<file path="src/design/bctl_pkg.sv">
// Shared constants, command and status types for the bucketed code table lookup.
`default_nettype none

package bctl_pkg;

    localparam int CODE_W          = 24;
    localparam int INDEX_W         = 13;
    localparam int OP_W            = 2;
    localparam int ST_W            = 2;
    localparam int BKT_W           = 8;
    localparam int DEF_MAX_ENTRIES = 8192;

    // operation codes
    localparam logic [OP_W-1:0] OP_CLEAR  = 2'd0;
    localparam logic [OP_W-1:0] OP_APPEND = 2'd1;
    localparam logic [OP_W-1:0] OP_LOOKUP = 2'd2;

    // result status codes
    localparam logic [ST_W-1:0] ST_DONE    = 2'd0;
    localparam logic [ST_W-1:0] ST_FOUND   = 2'd1;
    localparam logic [ST_W-1:0] ST_MISSING = 2'd2;
    localparam logic [ST_W-1:0] ST_FULL    = 2'd3;

    typedef enum logic [4:0] {
        CMD_NONE,
        CMD_LOAD,
        CMD_CLEAR,
        CMD_APPEND,
        CMD_BKT_INIT,
        CMD_SWEEP,
        CMD_CNT_A,
        CMD_CNT_B,
        CMD_CNT_C,
        CMD_PFX_A,
        CMD_PFX_B,
        CMD_SCT_A,
        CMD_SCT_B,
        CMD_SCT_C,
        CMD_BUILT,
        CMD_LK_A,
        CMD_LK_B,
        CMD_WK_A,
        CMD_WK_B,
        CMD_WK_NEXT,
        CMD_RESULT
    } cmd_op_t;

    typedef struct packed {
        cmd_op_t         op;
        logic [ST_W-1:0] res;
    } dp_cmd_t;

    typedef struct packed {
        logic [OP_W-1:0] op;
        logic            full;
        logic            index_valid;
        logic            bkt_last;
        logic            iter_end;
        logic            remain_zero;
        logic            match;
        logic            out_free;
    } dp_stat_t;

endpackage

`default_nettype wire

</file>
<file path="src/design/bctl_ctrl.sv">
// Controller: sequences requests, index rebuild and bucket walk over the datapath.
`default_nettype none

module bctl_ctrl import bctl_pkg::*; (
    input  wire logic     clk,
    input  wire logic     rst_n,
    input  wire logic     in_valid,
    output logic          in_ready,
    input  wire dp_stat_t stat,
    output dp_cmd_t       cmd
);

    typedef enum logic [4:0] {
        S_IDLE,
        S_DECODE,
        S_SWEEP,
        S_CNT_CHK,
        S_CNT_A,
        S_CNT_B,
        S_CNT_C,
        S_PFX_A,
        S_PFX_B,
        S_SCT_CHK,
        S_SCT_A,
        S_SCT_B,
        S_SCT_C,
        S_LK_A,
        S_LK_B,
        S_WK_CHK,
        S_WK_A,
        S_WK_B,
        S_WK_C,
        S_RESP
    } state_t;

    state_t          state_reg;
    logic [ST_W-1:0] res_kind_reg;

    always_ff @(posedge clk or negedge rst_n)
    begin
        if (!rst_n)
        begin
            state_reg    <= S_IDLE;
            res_kind_reg <= ST_DONE;
        end
        else
        begin
            unique case (state_reg)
                S_IDLE:
                    if (in_valid)
                        state_reg <= S_DECODE;
                S_DECODE:
                    unique case (stat.op)
                        OP_APPEND:
                        begin
                            res_kind_reg <= stat.full ? ST_FULL : ST_DONE;
                            state_reg    <= S_RESP;
                        end
                        OP_LOOKUP:
                            state_reg <= stat.index_valid ? S_LK_A : S_SWEEP;
                        default:
                        begin
                            res_kind_reg <= ST_DONE;
                            state_reg    <= S_RESP;
                        end
                    endcase
                S_SWEEP:
                    if (stat.bkt_last)
                        state_reg <= S_CNT_CHK;
                S_CNT_CHK: state_reg <= stat.iter_end ? S_PFX_A : S_CNT_A;
                S_CNT_A:   state_reg <= S_CNT_B;
                S_CNT_B:   state_reg <= S_CNT_C;
                S_CNT_C:   state_reg <= S_CNT_CHK;
                S_PFX_A:   state_reg <= S_PFX_B;
                S_PFX_B:   state_reg <= stat.bkt_last ? S_SCT_CHK : S_PFX_A;
                S_SCT_CHK: state_reg <= stat.iter_end ? S_LK_A : S_SCT_A;
                S_SCT_A:   state_reg <= S_SCT_B;
                S_SCT_B:   state_reg <= S_SCT_C;
                S_SCT_C:   state_reg <= S_SCT_CHK;
                S_LK_A:    state_reg <= S_LK_B;
                S_LK_B:    state_reg <= S_WK_CHK;
                S_WK_CHK:
                    if (stat.remain_zero)
                    begin
                        res_kind_reg <= ST_MISSING;
                        state_reg    <= S_RESP;
                    end
                    else
                        state_reg <= S_WK_A;
                S_WK_A:    state_reg <= S_WK_B;
                S_WK_B:    state_reg <= S_WK_C;
                S_WK_C:
                    if (stat.match)
                    begin
                        res_kind_reg <= ST_FOUND;
                        state_reg    <= S_RESP;
                    end
                    else
                        state_reg <= S_WK_CHK;
                S_RESP:
                    if (stat.out_free)
                        state_reg <= S_IDLE;
                default:   state_reg <= S_IDLE;
            endcase
        end
    end

    always_comb
    begin
        cmd.op   = CMD_NONE;
        cmd.res  = res_kind_reg;
        in_ready = 1'b0;
        unique case (state_reg)
            S_IDLE:
            begin
                in_ready = 1'b1;
                if (in_valid)
                    cmd.op = CMD_LOAD;
            end
            S_DECODE:
                unique case (stat.op)
                    OP_CLEAR:  cmd.op = CMD_CLEAR;
                    OP_APPEND:
                        if (!stat.full)
                            cmd.op = CMD_APPEND;
                    OP_LOOKUP:
                        if (!stat.index_valid)
                            cmd.op = CMD_BKT_INIT;
                    default: ;
                endcase
            S_SWEEP:   cmd.op = CMD_SWEEP;
            S_CNT_A:   cmd.op = CMD_CNT_A;
            S_CNT_B:   cmd.op = CMD_CNT_B;
            S_CNT_C:   cmd.op = CMD_CNT_C;
            S_PFX_A:   cmd.op = CMD_PFX_A;
            S_PFX_B:   cmd.op = CMD_PFX_B;
            S_SCT_CHK:
                if (stat.iter_end)
                    cmd.op = CMD_BUILT;
            S_SCT_A:   cmd.op = CMD_SCT_A;
            S_SCT_B:   cmd.op = CMD_SCT_B;
            S_SCT_C:   cmd.op = CMD_SCT_C;
            S_LK_A:    cmd.op = CMD_LK_A;
            S_LK_B:    cmd.op = CMD_LK_B;
            S_WK_A:    cmd.op = CMD_WK_A;
            S_WK_B:    cmd.op = CMD_WK_B;
            S_WK_C:
                if (!stat.match)
                    cmd.op = CMD_WK_NEXT;
            S_RESP:
                if (stat.out_free)
                    cmd.op = CMD_RESULT;
            default: ;
        endcase
    end

endmodule

`default_nettype wire

</file>
<file path="config.mk">
export PLATFORM = sky130hd
export DESIGN_NAME = bctl_ctrl
export DESIGN_NICKNAME = d
export VERILOG_FILES = /design/src/design/bctl_pkg.sv /design/src/design/bctl_ctrl.sv
export SDC_FILE = /design/constraint.sdc
export NUM_CORES = 1
export LEC_CHECK = 0
export BUFFER_PORTS_ARGS = -buffer_cell sky130_fd_sc_hd__buf_4
export CAP_MARGIN = 10
export CELL_PAD_IN_SITES_DETAIL_PLACEMENT = 1
export CELL_PAD_IN_SITES_GLOBAL_PLACEMENT = 1
export CORE_ASPECT_RATIO = 0.9
export CORE_UTILIZATION = 39
export DETAILED_ROUTE_END_ITERATION = 10
export GPL_TIMING_DRIVEN = 0
export PLACE_DENSITY_LB_ADDON = 0.1
export SYNTH_ARGS = -nofsm -noshare
export SYNTH_HDL_FRONTEND = slang
export SYNTH_SLANG_ARGS = --single-unit
</file>
<file path="constraint.sdc">
create_clock -name clk -period 2.26 [get_ports clk]
set_clock_uncertainty 0.15 [all_clocks]
set_input_delay 0.452 -clock clk [delete_from_list [all_inputs] [get_ports clk]]
set_output_delay 0.452 -clock clk [all_outputs]
set_load 0.1 [all_outputs]
</file>
==> impl_results.md, run 1 <==
- Adder-Cell Fraction of Synth Area: 0
- Post-synthesis compound-gate area fraction: 0.347
- Synthesized area per cell: 7.39 sq um
- Register area share after synthesis: 0.179
- Ports: 20
- Port Buffers: 19
- Mapped Cells: 132
- FF+latch count, synth: 7
- Synth top area cells: dfrtp_1 18%, a21oi_1 4.6%, o21ai_0 4.6%
- Yosys Warn Count: 0
- Yosys cell types: 52
- CTS Buffer Depth: 2
- Largest family of logic cells by synthesized area: compound AO/OA/AOI/OAI gates
- Syn_nets: 144
- Starting density of the core: 0.431
- RePlAce Congestion: approximately 0.9
- XOR/XNOR share of the synthesized area: 0
- Top-area cell type share of the netlist area: 0.179
- Num CTS Buffers: 3
- Exit stage: global routing (5_1_grt)
- H-tree Lvls: 1
- Run status: stopped before the end
- Initial antenna violation count: 0
- Worst endpoint after global-route timing repair: cmd[3]
- First Err: [ERROR DPL-0033] detailed placement checks failed during check placement.
- Mux cell area share after synthesis: 0.0308
- DP HPWL: 2630 microns
- CTS Sinks: 7
- Post-synth top area cell: dfrtp_1
- Worst_ep kind: top-level output
- Num rows: 16
- Simple-Gate Fraction of Synth Area: 0.342
- Die width: 54.7 microns
- Die Ht: 49.5 microns
- CTS Root Cell: clkbuf_4
- Mapped Area: about 1000 sq um
- Pin count of the biggest net entering global routing: 11
[per-stage QoR]
stage	setup WS, ns	util	area (sq um)	std cells
after CTS	-0.102	0.702	1590	196
after detailed placement	-0.278	0.568	1280	178
after global placement	-0.292	0.568	1280	178
after floorplan	-0.273	-	1110	132
[kinds of logic after synthesis]
group	Yosys count
flip-flops	7
AND/OR/NAND/NOR	52
AO/OA/AOI/OAI	50
multiplexers	3
buffers and inverters	20
[timing repair]
action | CTS
hold buffers | 1
hold endpoints to repair | 7
pin swaps | 6
setup endpoints to repair | 6
gates resized for setup | 43
setup buffers | 11
cloned | 2
[cell usage after synthesis, drive strengths merged]
| cell | n |
|---|---|
| a2111oi | 1 |
| a211o | 1 |
| a211oi | 1 |
| a21o | 5 |
| a21oi | 9 |
| a221o | 2 |
| a221oi | 2 |
| a22o | 1 |
| a22oi | 1 |
| a31o | 1 |
| a31oi | 6 |
| a32o | 1 |
| and2 | 1 |
| and3 | 2 |
| and4b | 1 |
| buf | 8 |
| clkbuf | 5 |
| dfrtp | 7 |
| inv | 7 |
| mux2i | 3 |
| nand2 | 7 |
| nand2b | 4 |
| nand3 | 2 |
| nand3b | 1 |
| nand4 | 2 |
| nor2 | 12 |
| nor2b | 3 |
| nor3 | 5 |
| nor3b | 2 |
| nor4 | 1 |
| nor4b | 3 |
| o211ai | 2 |
| o21ai | 11 |
| o221ai | 2 |
| o22ai | 3 |
| o41ai | 1 |
| or2 | 1 |
| or3 | 2 |
| or3b | 2 |
| or4b | 1 |
==> inputs of run 2 (changes only) <==
==> config.mk (replaced) <==
export PLATFORM = sky130hd
export DESIGN_NAME = bctl_ctrl
export DESIGN_NICKNAME = d
export VERILOG_FILES = /design/src/design/bctl_pkg.sv /design/src/design/bctl_ctrl.sv
export SDC_FILE = /design/constraint.sdc
export NUM_CORES = 1
export LEC_CHECK = 0
export BUFFER_PORTS_ARGS = -buffer_cell sky130_fd_sc_hd__buf_4
export CAP_MARGIN = 10
export CORE_AREA = 2 2 63 65
export DETAILED_ROUTE_END_ITERATION = 10
export DIE_AREA = 0 0 65 67
export GPL_TIMING_DRIVEN = 0
export PLACE_DENSITY_LB_ADDON = 0.15
export SYNTH_ARGS = -nofsm -noshare
export SYNTH_HDL_FRONTEND = slang
export SYNTH_SLANG_ARGS = --single-unit
==> run 2 against run 1 <==
  * The flow now finishes, with violations (setup timing)
  * Area after synthesis unchanged
  * Synthesized cell count unchanged
==> impl_results.md, run 2 <==
- Tmin final: 2.35 ns
- Final Instance Count excl. Fillers: 211
- Worst setup margin: -0.0911 ns
- Iteration-0 DRC Markers: 91
- Max Clock Freq: 425 MHz
- Die area: 4360 sq um
- Pin count of the biggest net entering global routing: 11
- Final ANT Viol Nets: 0
- Failing checks: setup timing
- FILL cells: 361
- Synthesized area per cell: around 7.4 sq um
- Yosys Warn Count: 0
- Mapped Area: 976 sq um
- Core Area: ~3600 sq um
- Post-synth EDFFs: 0
- Register area: roughly 180 sq um
- Detailed-route vias per instance: about 5.7
- RSZ-0062 raised after global routing: yes
- Worst skew pair latency: 0.23 ns
- Yosys cell types: between 50 and 60
- Total congestion overflow: 0
- Mux cell area share after synthesis: 0.0308
- Max reg flops: 5
- Vias: between 1000 and 1500
- Met3 Routed Length: about 300 microns
- Most common cell after layout, fill and taps aside: buf_4
- H-tree Lvls: 1
- Starting density of the core: 0.271
- HP Class: reg -> reg
- Total track usage: 0.180
- Post-route DRC: 0
- Max-slew violations: 0
- Met1 WL: 1490 microns
- CTS Root Cell: clkbuf_8
- Initial antenna violation count: 0
- Run status: finished, violations left
- Required time worst endpoint: 1.66 ns
- Worst setup EP type: primary output
- Fin nets: 176
- FF+latch count, synth: 7
- Num rows: 22
- RePlAce Congestion: approximately 0.92
- Syn_nets: 144
- Post-synth top area cell: dfrtp_1
- Die Ht: approximately 67 microns
- # placed instances: 199
- Crit start category: flip-flop
- Number of diodes: 0
- First-pass GRT wire length: 5980 microns
- Setup Crit Path Kind: reg -> out
- Worst-path maximum fanout: 3
- Clk slew on worst S/H paths: around 0.040 ns
- Die width: 65 microns
- WL/cell: 16.5 microns
- Port Buffers: 19
- Register area share after synthesis: 0.179
- Routed wl met2: roughly 1600 microns
- Share of cells above drive strength 1: 0.417
- Fin crit share: 1.04
- Total wire length: between 3000 and 4000 microns
- Top_reg_cell synth: dfrtp_1
- Relative slew slack: 0.771
- Post-synthesis compound-gate area fraction: 0.347
- CTS tree: yes
- Final Hold Vio Count: 0
- CTS Sinks: 7
- Setup violators final: 4
- Max Used Layer: met4
- Worst EP arrival: around 1.8 ns
- Num CTS Buffers: 3
- Simple-Gate Fraction of Synth Area: 0.342
- Most frequent cells in the layout: 21 x buf_4, 9 x nor2_1, 9 x a21oi_1
- DP HPWL: 2480 microns
- Ports: 20
- Top-area cell type share of the netlist area: 0.179
- Pre-antenna DRT Iters: 5
- CTS Buffer Depth: 2
- Area Overhead vs Synth: 60.8%
- Largest family of logic cells by synthesized area: compound AO/OA/AOI/OAI gates
- Slew at the pin closest to its max-slew limit: 0.339 ns
- FFs w/ async S/R, synth: 1.00
- Mapped Cells: approximately 130
- Adder-Cell Fraction of Synth Area: 0
- Post-synth top cells: 10 x nor2_1, 9 x a21oi_1, 9 x o21ai_0, 7 x dfrtp_1, 7 x nand2_1
- Synth top area cells: dfrtp_1 18%, a21oi_1 4.6%, o21ai_0 4.6%
- Vias in the first global route: 1167
- # Max-Cap Violations: 0
- R2R setup slack: 0.32 ns
- Count leader, synth: nor2_1
- Multi-input gate area in the final layout: around 840 sq um
- XOR/XNOR share of the synthesized area: 0
-- run 2: cell counts after synthesis --
No cell type changed its count.
-- run 2: kinds of logic after synthesis --
kind of cell           after synthesis
AO/OA/AOI/OAI                       50
AND/OR/NAND/NOR                     52
buffers and inverters               20
flip-flops                           7
multiplexers                         3
-- run 2: worst paths after layout --
kind | start | to | depth (start not counted)
setup / recovery | state_reg[3]$_DFFE_PN0P_ | cmd[3] | 6
hold / removal | res_kind_reg[0]$_DFFE_PN0P_ | res_kind_reg[0]$_DFFE_PN0P_ | 2
max in group asynchronous | rst_n | state_reg[4]$_DFFE_PN0P_ | 2
setup reg to reg | state_reg[2]$_DFFE_PN0P_ | res_kind_reg[0]$_DFFE_PN0P_ | 5
hold reg to reg | res_kind_reg[0]$_DFFE_PN0P_ | res_kind_reg[0]$_DFFE_PN0P_ | 2
min in group asynchronous | rst_n | state_reg[1]$_DFFE_PN0P_ | 2
-- run 2: per-stage QoR --
stage                util  worst slack (ns)  area (sq um)  setup TNS [ns]  hold WS, ns
floorplan               -            -0.273          1110          -0.287      0.00641
global placement    0.364            -0.179          1310          -0.430        0.118
detailed placement  0.364            -0.144          1310          -0.365        0.122
CTS                 0.431           -0.0756          1550          -0.211        0.375
global route        0.435            -0.166          1570          -0.679        0.393
finish              0.435           -0.0911          1570          -0.260        0.371
-- run 2: worst max-delay path, cell delays in order (launching register included) --
cell,delay (ns)
dfrtp_1,0.38
buf_4,0.15
nor4b_4,0.30
nor3b_4,0.32
a31oi_2,0.08
o221ai_4,0.09
buf_12,0.20
-- run 2: per-layer routing --
metal / up-vias / global-route usage
li1: 565 / -
met1: 570 / 0.237
met2: 65 / 0.286
met3: 8 / 0.0321
met4: 0 / 0.0824
met5: - / 0
-- run 2: repair_timing --
item	in CTS	in global routing
cloned	0	0
gates resized for setup	32	2
hold endpoints to repair	7	0
pin swaps	2	3
hold buffers	1	0
endpoints found under the setup margin	6	6
buffers inserted	6	1
-- run 2: cell type report --
type / instances / share of cell area
plain buffers: 13 / 0.100
clock buffers: 4 / 0.0287
inverters: 7 / 0.0167
multi-input cells: 105 / 0.536
flip-flops and latches: 7 / 0.112
well taps: 48 / 0.0383
repair buffers: 27 / 0.167
Power of run 2 is left out: the tool's default activity adds up to more than one toggle a clock period on the data nets, which glitch-free logic cannot reach.
==> inputs of run 3 (changes only) <==
--- a/config.mk
+++ b/config.mk
@@ -11,7 +11,6 @@
 export DETAILED_ROUTE_END_ITERATION = 10
 export DIE_AREA = 0 0 65 67
 export GPL_TIMING_DRIVEN = 0
-export PLACE_DENSITY_LB_ADDON = 0.15
 export SYNTH_ARGS = -nofsm -noshare
 export SYNTH_HDL_FRONTEND = slang
 export SYNTH_SLANG_ARGS = --single-unit
==> constraint.sdc (replaced) <==
create_clock -name clk -period 2.7 [get_ports clk]
set_clock_uncertainty 0.15 [all_clocks]
set_input_delay 0.54 -clock clk [delete_from_list [all_inputs] [get_ports clk]]
set_output_delay 0.54 -clock clk [all_outputs]
set_load 0.1 [all_outputs]
==> run 3 against run 2 <==
  * The run now ends clean
  * Via count fell by 0.33%
  * Worst setup slack improved by 0.16 ns
  * Utilization shrank 5.5 points
  * Worst hold slack got worse by 0.00066 ns
  * Routed wire length fell by 1.3%
  * Sequential share of layout area rose by 1.6 points
  * Cell area is 13% lower
  * Register-to-register slack better by 0.49 ns
  * Critical endpoint is now cmd[2]
==> impl_results.md, run 3 (same netlist as run 2, synthesis figures left out) <==
- CTS tree: yes
- Post-route DRC: 0
- Met3 Routed Length: 323 microns
- Port Buffers: 19
- Total track usage: 0.172
- Worst r2r path cells: 6
- Share of cells above drive strength 1: 0.352
- Fin crit share: 0.976
- Final ANT Viol Nets: 0
- Core Area: 3610 sq um
- DP HPWL: 2510 microns
- RePlAce Congestion: around 0.98
- Clk slew on worst S/H paths: approximately 0.040 ns
- R2R Path End: state_reg[1]$_DFFE_PN0P_
- Slew at the pin closest to its max-slew limit: 0.563 ns
- Die Ht: 67 microns
- H-tree Lvls: 1
- Vias in the first global route: 1141
- Tmin final: approximately 2.6 ns
- Relative slew slack: 0.625
- Number of diodes: 0
- Most frequent cells in the layout: 18 x buf_4, 9 x nor2_1, 9 x o21ai_0, 9 x a21oi_1, 7 x nand2_1
- Pre-antenna DRT Iters: 4
- Pin count of the biggest net entering global routing: 11
- Area Overhead vs Synth: 40.5%
- WHS Endpoint: res_kind_reg[0]$_DFFE_PN0P_
- Initial antenna violation count: 0
- Routed wl met2: 1540 microns
- Total congestion overflow: 0
- Iteration-0 DRC Markers: 102
- Num CTS Buffers: 3
- Die area: 4360 sq um
- HP Class: reg -> reg
- Met1 WL: 1530 microns
- Worst EP arrival: just under 2 ns
- Max-slew violations: 0
- Worst-path maximum fanout: 10
- Final Hold Vio Count: 0
- CTS Sinks: 7
- Starting density of the core: 0.271
- CTS Root Cell: clkbuf_8
- Detailed-route vias per instance: 5.82
- Most common cell after layout, fill and taps aside: buf_4
- WL/cell: roughly 17 microns
- CTS Buffer Depth: 2
- Num rows: 22
- Fin nets: 172
- # Max-Cap Violations: 0
- Total wire length: 3450 microns
- Worst setup EP type: primary output
- Run status: finished clean
- Max reg flops: 5
- WHS Path Cells: 2
- Vias: 1204
- Worst hold slack: 0.370 ns
- Max Clock Freq: 379 MHz
- First-pass GRT wire length: 5790 microns
- Ports: 20
- Setup Crit Path Kind: reg -> out
- Critical R2R Launch: state_reg[2]$_DFFE_PN0P_
- Crit start category: flip-flop
- Required time worst endpoint: 2.01 ns
- Max Used Layer: met4
- R2R setup slack: 0.81 ns
- Worst skew pair latency: 0.23 ns
- Setup violators final: 0
- Die width: between 60 and 70 microns
- Startpoint of the worst hold path: res_kind_reg[0]$_DFFE_PN0P_
[run 3: cell types whose count changed in the layout (fill, tap and decap cells not counted), sizes merged]
cell / delta
clkbuf: +3
buf: -7
[run 3: through the flow]
| stage | utilization | setup WS (ns) | TNS (ns) | cells | area, sq um |
|---|---|---|---|---|---|
| 6_report | 0.380 | 0.0648 | 0 | 207 | 1370 |
| 5_1_grt | 0.380 | -0.00689 | -0.00689 | 207 | 1370 |
| 4_1_cts | 0.369 | -0.00338 | -0.00338 | 207 | 1330 |
| 3_5_place_dp | 0.339 | -0.198 | -0.198 | 199 | 1220 |
| 3_3_place_gp | 0.339 | -0.173 | -0.173 | 199 | 1220 |
| 2_1_floorplan | - | -0.198 | -0.203 | 132 | 1020 |
[run 3: worst max path at each step]
stage                     slack (ns)      to                     start  cells after the start
final                           0.06  cmd[2]  state_reg[3]$_DFFE_PN0P_                      7
after global routing          -0.007  cmd[6]  state_reg[3]$_DFFE_PN0P_                      7
after CTS                     -0.003  cmd[6]  state_reg[3]$_DFFE_PN0P_                      7
after detailed placement       -0.20  cmd[6]  state_reg[3]$_DFFE_PN0P_                      7
after global placement         -0.17  cmd[6]  state_reg[3]$_DFFE_PN0P_                      7
after floorplan                -0.20  cmd[5]  state_reg[1]$_DFFE_PN0P_                      5
[run 3: layer usage]
metal | global-route usage | up-vias
met5 | 0 | -
met4 | 0.0532 | 0
met3 | 0.0236 | 8
met2 | 0.271 | 72
met1 | 0.240 | 566
li1 | - | 558
[run 3: final cells by class]
type,count,area [sq um]
Sequential cell,7,176
Buffer,13,91.3
Clock buffer,4,45.0
Tap cell,48,60.1
Multi-Input combinational cell,105,774
Inverter,7,26.3
Fill cell,390,2230
Timing Repair Buffer,23,198
[run 3: timing repair]
action                                  CTS  global route
hold buffers                              1             0
setup buffers                             3             0
endpoints found under the setup margin    5             5
hold endpoints to repair                  7             0
resized for setup                        11            14
[run 3: critical path, cell delays in order, from the launching register on]
cell and delay, ns:
dfrtp_1 0.40, buf_2 0.19, clkbuf_4 0.20, nor4b_2 0.29, o21ai_0 0.17, nand4_1 0.12, a21o_1 0.12, buf_6 0.22
Power of run 3 is left out for the same reason.
==> inputs of run 4 (changes only) <==
--- a/config.mk
+++ b/config.mk
@@ -11,6 +11,7 @@
 export DETAILED_ROUTE_END_ITERATION = 10
 export DIE_AREA = 0 0 65 67
 export GPL_TIMING_DRIVEN = 0
+export SETUP_SLACK_MARGIN = 0.1
 export SYNTH_ARGS = -nofsm -noshare
 export SYNTH_HDL_FRONTEND = slang
 export SYNTH_SLANG_ARGS = --single-unit
==> run 4 against run 3 <==
  * Critical path depth shrank 1
  * First-iteration DRC count shrank 21%
  * Utilization grew 3.4 points
  * Sequential cell count is the same
  * Die area is the same
  * Via count shrank 0.83%
  * Critical path type unchanged
  * Cell area grew 8.9%
  * Final cell count grew 1.9%
  * Maximum frequency grew 3.4%
==> impl_results.md, run 4 (same netlist as run 2, synthesis figures left out) <==
- Run status: finished clean
- R2R setup slack: 0.76 ns
- Worst-path maximum fanout: 9
- Die width: 65 microns
- WL/cell: 16.5 microns
- Slew at the pin closest to its max-slew limit: 0.373 ns
- Pin count of the biggest net entering global routing: 11
- Num rows: 22
- Final Hold Vio Count: 0
- Worst setup margin: 0.152 ns
- Fin crit share: 0.944
- Setup violators final: 0
- Post-route DRC: 0
- Clk slew on worst S/H paths: 0.05 ns
- Max reg flops: 5
- Vias: between 1000 and 1500
- First-pass GRT wire length: around 5700 microns
- CTS Sinks: 7
- Detailed-route vias per instance: 5.66
- CTS Root Cell: clkbuf_8
- Ports: 20
- Vias in the first global route: 1142
- Most frequent cells in the layout: 28 x buf_4, 9 x nor2_1, 9 x a21oi_1
- RePlAce Congestion: roughly 0.97
- Multi-input gate area in the final layout: 835 sq um
- Pre-antenna DRT Iters: 4
- Worst r2r path cells: 6
- Number of diodes: 0
- Worst slack at placement: -0.0609 ns
- DP HPWL: 2500 microns
- RSZ-0062 raised after global routing: yes
- Num CTS Buffers: 3
- CTS Buffer Depth: 2
- Most common cell after layout, fill and taps aside: buf_4
- Share of cells above drive strength 1: 0.411
- Worst EP arrival: 1.86 ns
- Tmin final: 2.55 ns
- Die Ht: 67 microns
- Max-slew violations: 0
- Max Clock Freq: a little under 400 MHz
- Initial antenna violation count: 0
- Area after DPL: about 1200 sq um
- Worst hold slack: around 0.37 ns
- Final ANT Viol Nets: 0
- Total wire length: 3490 microns
- Iteration-0 DRC Markers: 81
- Core Util, Final: 0.414
- Required time worst endpoint: ~2 ns
- Total track usage: 0.175
- Register area: 176 sq um
- Die area: 4360 sq um
- Total congestion overflow: 0
- Relative slew slack: 0.748
- WHS Path Cells: 2
- Area Overhead vs Synth: 53.1%
- Port Buffers: 19
- CTS tree: yes
- Setup Crit Path Kind: reg -> out
- Crit start category: flip-flop
- H-tree Lvls: 1
- FILL cells: 369
- HP Class: reg -> reg
- Core Area: between 3000 and 4000 sq um
- # Max-Cap Violations: 0
- Worst skew pair latency: around 0.24 ns
- Fin nets: 176
- Worst setup EP type: primary output
- Final instance area: 1490 sq um
- Starting density of the core: 0.271
[run 4: repair_timing]
action	CTS	global route
pin swaps	0	3
hold buffers	1	0
hold endpoints to repair	7	0
endpoints found under the setup margin	5	6
resized for setup	19	27
setup buffers	2	5
[run 4: through the flow]
| step | setup TNS, ns | std cells |
|---|---|---|
| after floorplan | -0.0541 | 132 |
| after global placement | -0.0339 | 199 |
| after detailed placement | -0.0609 | 199 |
| after CTS | 0 | 206 |
| after global routing | 0 | 211 |
| final | 0 | 211 |
[run 4: layout make-up]
class                      instances  area share
multi-input combinational        105       0.559
timing repair buffer              27       0.167
sequential                         7       0.118
buffer                            13      0.0678
tap                               48      0.0402
clock buffer                       3      0.0276
inverter                           7      0.0176
clock inverter                     1     0.00335
[run 4: per-layer routing]
layer | up-vias | track usage | wire length, microns
met1 | 561 | 0.233 | 1500
met5 | - | 0 | 0
li1 | 561 | - | -
met4 | 0 | 0.0904 | 93
met2 | 63 | 0.264 | 1630
met3 | 9 | 0.0389 | 260
[run 4: final timing paths]
| path | from | endpoint |
|---|---|---|
| max in group asynchronous | rst_n | res_kind_reg[0]$_DFFE_PN0P_ |
| hold reg to reg | res_kind_reg[0]$_DFFE_PN0P_ | res_kind_reg[0]$_DFFE_PN0P_ |
| min in group asynchronous | rst_n | state_reg[4]$_DFFE_PN0P_ |
| setup / recovery | state_reg[0]$_DFFE_PN0P_ | cmd[2] |
| hold / removal | res_kind_reg[0]$_DFFE_PN0P_ | res_kind_reg[0]$_DFFE_PN0P_ |
| setup reg to reg | state_reg[2]$_DFFE_PN0P_ | state_reg[0]$_DFFE_PN0P_ |
[run 4: critical path: stages, from the launching register on]
cell and delay, ns:
dfrtp_1 0.37, buf_4 0.18, nor4b_4 0.30, nor3b_4 0.29
buf_4 0.16, a21o_1 0.13, buf_12 0.18
Power of run 4 is left out for the same reason.
